===== config.mk =====
export PLATFORM = sky130hd
export DESIGN_NAME = unsigned_divider_64_core
export DESIGN_NICKNAME = d
export VERILOG_FILES = /design/src/hdl/udiv64_pkg.sv /design/src/hdl/udiv64_ctrl.sv /design/src/hdl/udiv64_dp.sv /design/src/hdl/unsigned_divider_64_core.sv
export SDC_FILE = /design/constraint.sdc
export NUM_CORES = 1
export LEC_CHECK = 0
export BUFFER_PORTS_ARGS = -buffer_cell sky130_fd_sc_hd__buf_2
export CORE_MARGIN = 4
export CORE_UTILIZATION = 30
export CTS_CLUSTER_SIZE = 40
export DETAILED_ROUTE_END_ITERATION = 7
export SLEW_MARGIN = 20
export SYNTH_ARGS = -nofsm -noshare
export SYNTH_HDL_FRONTEND = slang
export SYNTH_SLANG_ARGS = --single-unit
export TNS_END_PERCENT = 10

===== constraint.sdc =====
create_clock -name clk -period 10.2 [get_ports clk]
set_input_delay 1.02 -clock clk [delete_from_list [all_inputs] [get_ports clk]]
set_output_delay 1.02 -clock clk [all_outputs]
set_load 0.02 [all_outputs]

===== src/hdl/udiv64_pkg.sv =====
// Shared types and constants for the 64-bit unsigned divider.
package udiv64_pkg;

  localparam int DATA_W = 64;
  localparam int CNT_W = $clog2(DATA_W);
  localparam logic [CNT_W-1:0] LAST_STEP = CNT_W'(DATA_W - 1);

  typedef enum logic [1:0] {
    ST_IDLE,
    ST_RUN,
    ST_DONE
  } state_t;

  typedef struct packed {
    logic load;
    logic step;
    logic publish;
  } dp_cmd_t;

endpackage


===== src/hdl/udiv64_ctrl.sv =====
// Controller state machine that sequences load, iteration and result hand-off.
module udiv64_ctrl (
  input  logic                 clk,
  input  logic                 rst_n,
  input  logic                 in_valid,
  output logic                 in_stall,
  output logic                 out_valid,
  input  logic                 out_stall,
  output udiv64_pkg::dp_cmd_t  cmd
);

  udiv64_pkg::state_t                state_r;
  udiv64_pkg::state_t                state_nxt;
  logic [udiv64_pkg::CNT_W-1:0]      cnt_r;
  logic [udiv64_pkg::CNT_W-1:0]      cnt_nxt;
  logic                              out_valid_r;
  logic                              out_valid_nxt;
  logic                              out_free;

  assign out_free = !out_valid_r || !out_stall;

  always_comb begin
    state_nxt = state_r;
    unique case (state_r)
      udiv64_pkg::ST_IDLE: begin
        if (in_valid) begin
          state_nxt = udiv64_pkg::ST_RUN;
        end
      end
      udiv64_pkg::ST_RUN: begin
        if (cnt_r == '0) begin
          state_nxt = udiv64_pkg::ST_DONE;
        end
      end
      udiv64_pkg::ST_DONE: begin
        if (out_free) begin
          state_nxt = udiv64_pkg::ST_IDLE;
        end
      end
      default: state_nxt = udiv64_pkg::ST_IDLE;
    endcase
  end

  always_comb begin
    cmd = '0;
    in_stall = 1'b1;
    unique case (state_r)
      udiv64_pkg::ST_IDLE: begin
        in_stall = 1'b0;
        cmd.load = in_valid;
      end
      udiv64_pkg::ST_RUN: begin
        cmd.step = 1'b1;
      end
      udiv64_pkg::ST_DONE: begin
        cmd.publish = out_free;
      end
      default: begin
        in_stall = 1'b1;
      end
    endcase
  end

  always_comb begin
    cnt_nxt = cnt_r;
    if (cmd.load) begin
      cnt_nxt = udiv64_pkg::LAST_STEP;
    end else if (cmd.step) begin
      cnt_nxt = cnt_r - 1'b1;
    end
  end

  always_comb begin
    out_valid_nxt = out_valid_r;
    if (cmd.publish) begin
      out_valid_nxt = 1'b1;
    end else if (out_valid_r && !out_stall) begin
      out_valid_nxt = 1'b0;
    end
  end

  always_ff @(posedge clk) begin
    if (!rst_n) begin
      state_r <= udiv64_pkg::ST_IDLE;
      cnt_r <= '0;
      out_valid_r <= 1'b0;
    end else begin
      state_r <= state_nxt;
      cnt_r <= cnt_nxt;
      out_valid_r <= out_valid_nxt;
    end
  end

  assign out_valid = out_valid_r;

endmodule


===== src/hdl/udiv64_dp.sv =====
// Datapath with the shared restoring-division step and the result register.
module udiv64_dp (
  input  logic                            clk,
  input  udiv64_pkg::dp_cmd_t             cmd,
  input  logic [udiv64_pkg::DATA_W-1:0]   in_dividend,
  input  logic [udiv64_pkg::DATA_W-1:0]   in_divisor,
  output logic [udiv64_pkg::DATA_W-1:0]   out_quotient,
  output logic                            out_divide_by_zero
);

  logic [udiv64_pkg::DATA_W-1:0] nq_r;
  logic [udiv64_pkg::DATA_W-1:0] nq_nxt;
  logic [udiv64_pkg::DATA_W-1:0] rem_r;
  logic [udiv64_pkg::DATA_W-1:0] rem_nxt;
  logic [udiv64_pkg::DATA_W-1:0] dvs_r;
  logic                          zero_r;
  logic [udiv64_pkg::DATA_W-1:0] quot_r;
  logic                          dbz_r;
  logic [udiv64_pkg::DATA_W:0]   shifted;
  logic [udiv64_pkg::DATA_W:0]   diff;
  logic                          fits;

  // The partial remainder is 65 bits wide after the shift; the top bit of the
  // difference is the borrow that says whether the divisor fits.
  assign shifted = {rem_r, nq_r[udiv64_pkg::DATA_W-1]};
  assign diff = shifted - {1'b0, dvs_r};
  assign fits = !diff[udiv64_pkg::DATA_W];

  always_comb begin
    nq_nxt = {nq_r[udiv64_pkg::DATA_W-2:0], fits};
    rem_nxt = fits ? diff[udiv64_pkg::DATA_W-1:0] : shifted[udiv64_pkg::DATA_W-1:0];
  end

  always_ff @(posedge clk) begin
    if (cmd.load) begin
      nq_r <= in_dividend;
      rem_r <= '0;
      dvs_r <= in_divisor;
      zero_r <= (in_divisor == '0);
    end else if (cmd.step) begin
      nq_r <= nq_nxt;
      rem_r <= rem_nxt;
    end
    if (cmd.publish) begin
      quot_r <= zero_r ? '0 : nq_r;
      dbz_r <= zero_r;
    end
  end

  assign out_quotient = quot_r;
  assign out_divide_by_zero = dbz_r;

endmodule


===== src/hdl/unsigned_divider_64_core.sv =====
// Top level of the 64-bit unsigned restoring divider.
// A division goes from the accepted input beat to the result beat in a load
// step, 64 iterations of a single shared subtract-and-shift step producing
// one quotient bit each, and a move of the quotient into the output register
// once any earlier result there has been taken. One item is in flight at a
// time; a new input beat is taken as soon as the finished quotient sits in
// the output register, even if that result has not been taken yet. A zero
// divisor gives a zero quotient with divide_by_zero set.
module unsigned_divider_64_core (
  input  logic                            clk,
  input  logic                            rst_n,
  input  logic                            in_valid,
  output logic                            in_stall,
  input  logic [udiv64_pkg::DATA_W-1:0]   in_dividend,
  input  logic [udiv64_pkg::DATA_W-1:0]   in_divisor,
  output logic                            out_valid,
  input  logic                            out_stall,
  output logic [udiv64_pkg::DATA_W-1:0]   out_quotient,
  output logic                            out_divide_by_zero
);

  udiv64_pkg::dp_cmd_t cmd;

  udiv64_ctrl u_ctrl (
    .clk       (clk),
    .rst_n     (rst_n),
    .in_valid  (in_valid),
    .in_stall  (in_stall),
    .out_valid (out_valid),
    .out_stall (out_stall),
    .cmd       (cmd)
  );

  udiv64_dp u_dp (
    .clk                (clk),
    .cmd                (cmd),
    .in_dividend        (in_dividend),
    .in_divisor         (in_divisor),
    .out_quotient       (out_quotient),
    .out_divide_by_zero (out_divide_by_zero)
  );

`ifndef SYNTH
  a_busy_after_accept: assert property (@(posedge clk) disable iff (!rst_n)
    (in_valid && !in_stall) |=> in_stall)
    else $error("input accepted while a division is in progress");

  a_dbz_zero_quotient: assert property (@(posedge clk) disable iff (!rst_n)
    (out_valid && out_divide_by_zero) |-> (out_quotient == '0))
    else $error("divide by zero result carries a nonzero quotient");

  a_no_load_during_run: assert property (@(posedge clk) disable iff (!rst_n)
    !(cmd.load && (cmd.step || cmd.publish)))
    else $error("datapath commands overlap");
`endif

endmodule


==> insert_results.sql <==
INSERT INTO impl_metrics (metric_group, metric, value, unit) VALUES
('sta', 'timing.clock.skew', '0.0220', 'ns'),
('cells_and_area', 'num_antenna_cells', '0', ''),
('drt', 'drt_first_pass_iters', '5', ''),
('yosys', 'synth.lib_cells_used.distinct', '73', ''),
('clock_tree', 'tritoncts.num_buffers', '30', ''),
('power_and_ir_drop', 'pleak', '7.06', 'nW'),
('global_route', 'grt_max_degree', '76', ''),
('yosys', 'share_of_synthesized_flip_flops_with_an_asynchronous_set_or_reset', '0', '%'),
('yosys', 'mappedNetlistNets', '1712', ''),
('power_and_ir_drop', 'p_per_area', '246', 'mW/mm^2'),
('yosys', 'synthesis.area_per_instance', '9.57', 'um^2'),
('sta', 'hold_viol_final', '0', ''),
('yosys', 'synthSimpleGateAreaFrac', '18.0', '%'),
('power_and_ir_drop', 'power.ir.vdd_worst', '0.000126', 'V'),
('floorplanning', 'die_w', '228', 'um'),
('floorplanning', 'core_area', '0.0477', 'mm^2'),
('clock_tree', 'cts.sink_count', '267', ''),
('sta', 'period_share', '47.5', '%'),
('sta', 'slew_headroom', '30.9', '%'),
('cells_and_area', 'nets', '1870', ''),
('drt', 'final_wirelength', '38.7', 'mm'),
('clock_tree', 'cts_repair_resize_count', '0', ''),
('setup_path', 'criticalPathCategory', 'reg -> reg', ''),
('floorplanning', 'die_area', '0.0518', 'mm^2'),
('setup_path', 'r2r_setup_slack', '5.36', 'ns'),
('placed_design', 'port_buffers', '198', ''),
('clock_tree', 'postCtsSetupRepairBufs', '0', ''),
('setup_path', 'crit_path_start_kind', 'register', ''),
('setup_path', 'path_cells', 'inv_1 > ha_1 > fa_1 > nand2b_1 > a21oi_1 > o211ai_1 > a21oi_1 > nor2_1 > o31ai_2 > a41oi_2 > nand2_2 > buf_4 > mux2i_1 > o21ai_0', ''),
('power_and_ir_drop', 'intPower', '2.60', 'mW'),
('clock_tree', 'cts.clk_slew.worst_paths', '0.07', 'ns'),
('cells_and_area', 'proportion_of_layout_cells_with_a_drive_suffix_above_1', '16.2', '%'),
('clock_tree', 'cts.hold.buffers_added', '0', ''),
('yosys', 'adder_and_majority_cell_fraction_of_the_synthesized_area', '5.84', '%'),
('power_and_ir_drop', 'combPwrFrac', '39.0', '%'),
('drt', 'wire_per_inst', '16.7', 'um'),
('global_route', 'vias_in_the_first_global_route', '11100', ''),
('setup_path', 'endpoint_required_time_on_the_critical_path', '10.64', 'ns'),
('power_and_ir_drop', 'seq_power_share', '35.9', '%'),
('drt', 'remaining_drc_errors', '0', ''),
('sta', 'grt_setup_unrepaired', 'false', ''),
('sta', 'finalCriticalPeriod', '4.84', 'ns'),
('global_route', 'globalRouteOverflowTotal', '0', ''),
('global_route', 'grt_antenna_before_repair', '2', ''),
('yosys', 'synth-main-ff-cell', 'sky130_fd_sc_hd__edfxtp_1', ''),
('worst_hold_path', 'hp-class', 'reg -> reg', ''),
('clock_tree', 'tritoncts', 'yes', ''),
('placed_design', 'detailed_place_hpwl', '27.7', 'mm'),
('sta', 'fmaxAchievable', '207', 'MHz'),
('floorplanning', 'site_rows', '80', ''),
('yosys', 'syn-cell-area', '0.0145', 'mm^2'),
('yosys', 'ff_latch_count_synth', '267', ''),
('clock_tree', 'h_tree_levels', '1', ''),
('clock_tree', 'worst_skew_pair.late_latency', '0.58', 'ns'),
('sta', 'final.setup.worst_slack', '5.36', 'ns'),
('yosys', 'synth_edf_count', '194', ''),
('floorplanning', 'initial_utilization', '30.3', '%'),
('clock_tree', 'cts_buffer_depth', '3', ''),
('setup_path', 'worst_setup_path_end_kind', 'register', ''),
('yosys', 'ys.warnings.count', '0', ''),
('setup_path', 'critical_path.max_fanout', '22', ''),
('setup_path', 'cpMaxStageDelayCell', 'sky130_fd_sc_hd__nand2_2', ''),
('sta', 'slew_violations', '0', ''),
('placed_design', 'globalplace.congestion', '0.886', ''),
('setup_path', 'cpPeakStageDelay', '0.75', 'ns'),
('outcome', 'status', 'completed', ''),
('floorplanning', 'boundaryPins', '199', ''),
('yosys', 'synth-seq-area-share', '50.3', '%'),
('clock_tree', 'clock_root_buffer', 'sky130_fd_sc_hd__clkbuf_16', ''),
('yosys', 'post_synth_mux_area_share', '2.37', '%'),
('global_route', 'grtUsageTotal', '14.1', '%');
==> registers in the layout, indices dropped and copies added (netlist names) <==
register,cells
u_ctrl.cnt_r,6
u_ctrl.out_valid,1
u_ctrl.state_r,2
u_dp.dvs_r,64
u_dp.nq_r,64
u_dp.out_divide_by_zero,1
u_dp.out_quotient,64
u_dp.rem_r,64
u_dp.zero_r,1
==> synthesized netlist by cell type, types with 18 or more instances <==
cell / number / share of area (%)
sky130_fd_sc_hd__ha_1: 66 / 5.7
sky130_fd_sc_hd__dfxtp_1: 73 / 10
sky130_fd_sc_hd__a21oi_1: 107 / 3.7
sky130_fd_sc_hd__o21ai_0: 72 / 2.5
sky130_fd_sc_hd__nor2_1: 53 / 1.4
sky130_fd_sc_hd__nor2b_1: 70 / 3.0
sky130_fd_sc_hd__nor4_1: 21 / 0.91
sky130_fd_sc_hd__nand4_1: 30 / 1.3
sky130_fd_sc_hd__edfxtp_1: 194 / 40
sky130_fd_sc_hd__o21ai_1: 22 / 0.76
sky130_fd_sc_hd__xnor2_1: 37 / 2.2
sky130_fd_sc_hd__o21bai_1: 19 / 0.99
sky130_fd_sc_hd__nand3_1: 21 / 0.73
sky130_fd_sc_hd__inv_1: 99 / 2.6
sky130_fd_sc_hd__a21o_1: 23 / 1.2
sky130_fd_sc_hd__clkbuf_1: 57 / 1.5
sky130_fd_sc_hd__mux2i_1: 32 / 2.2
sky130_fd_sc_hd__xor2_1: 18 / 1.1
sky130_fd_sc_hd__nand2_1: 310 / 8.0
==> worst max-delay path, delay by kind of cell (launching register included) <==
kind            cells  cell delay [ns]
flops               1             0.35
compound gates      6             1.91
buf+inv             2             0.51
simple gates        3             1.04
fa+ha+maj           2             0.61
mux                 1             0.25
==> kinds of logic (layout without fill, tap and decap cells) <==
kind of cell               count (synthesis)  count (layout)
buffers and inverters                    181             362
adders and majority gates                 67              67
and+or+nand+nor                          561             561
DFF                                      267             267
xor gates and xnor gates                  55              55
muxes                                     34              34
AOI/OAI and AO/OA                        348             348
==> power by group through the flow <==
| stage | Sequential (mW) | Combinational (mW) | Clock [mW] |
|---|---|---|---|
| 4_1_cts | 1.49 | 1.62 | 1.08 |
| 6_report | 1.49 | 1.62 | 1.05 |
| 5_1_grt | 1.51 | 1.81 | 1.12 |
| 2_1_floorplan | 1.48 | 1.26 | 0 |
| 3_5_place_dp | 1.51 | 1.61 | 0 |
| 3_3_place_gp | 1.51 | 1.59 | 0 |
==> layer usage <==
layer / track usage (%) / share of wire [%] / up-vias
met5: 0 / 0.054 / -
met4: 3.51 / 2.0 / 4
met3: 2.50 / 5.9 / 54
met2: 23.5 / 47 / 312
met1: 19.0 / 45 / 5508
li1: - / - / 5680
==> cell usage in the layout (no fill, tap or decap), types with 11 or more instances in the layout <==
master / Yosys / final
sky130_fd_sc_hd__clkbuf_16: 0 / 30
sky130_fd_sc_hd__o21bai_1: 19 / 19
sky130_fd_sc_hd__xor2_1: 18 / 18
sky130_fd_sc_hd__xnor2_1: 37 / 37
sky130_fd_sc_hd__a21oi_1: 107 / 106
sky130_fd_sc_hd__mux2i_1: 32 / 32
sky130_fd_sc_hd__o21ai_1: 22 / 22
sky130_fd_sc_hd__ha_1: 66 / 66
sky130_fd_sc_hd__nand4_1: 30 / 30
sky130_fd_sc_hd__nor4_1: 21 / 21
sky130_fd_sc_hd__inv_1: 99 / 98
sky130_fd_sc_hd__nand2_1: 310 / 308
sky130_fd_sc_hd__edfxtp_1: 194 / 194
sky130_fd_sc_hd__buf_2: 17 / 198
sky130_fd_sc_hd__o21ai_0: 72 / 72
sky130_fd_sc_hd__dfxtp_1: 73 / 73
sky130_fd_sc_hd__a21o_1: 23 / 23
sky130_fd_sc_hd__nor2_1: 53 / 52
sky130_fd_sc_hd__nand3_1: 21 / 21
sky130_fd_sc_hd__nor2b_1: 70 / 69
sky130_fd_sc_hd__nor3_1: 11 / 11
==> through the flow <==
step	hold WS (ns)	power, mW	cell area (um^2)	util, %	std cells
5_1_grt	0.493	4.45	17000	35.5	2309
4_1_cts	0.473	4.19	17000	35.5	2309
3_5_place_dp	0.465	3.12	16000	33.5	2254
6_report	0.470	4.16	17000	35.5	2309
3_3_place_gp	0.456	3.10	16000	33.5	2254
2_1_floorplan	0.424	2.74	14500	-	1513
==> final cells by class <==
cell class / instances / area [um^2]
Fill cell: 4838 / 30800
Sequential cell: 267 / 7290
Clock buffer: 39 / 815
Tap cell: 615 / 769
Multi-Input combinational cell: 1065 / 6490
Inverter: 100 / 378
Clock inverter: 16 / 153
Timing Repair Buffer: 207 / 1060
==> final timing paths <==
kind                        from  cells past startpoint        endpoint
setup / recovery   u_dp.nq_r[63]                     14   u_dp.rem_r[3]
setup reg to reg   u_dp.nq_r[63]                     14   u_dp.rem_r[3]
hold / removal    u_dp.rem_r[33]                      2  u_dp.rem_r[33]
hold reg to reg   u_dp.rem_r[33]                      2  u_dp.rem_r[33]
Power figures use the tool's default switching activity.
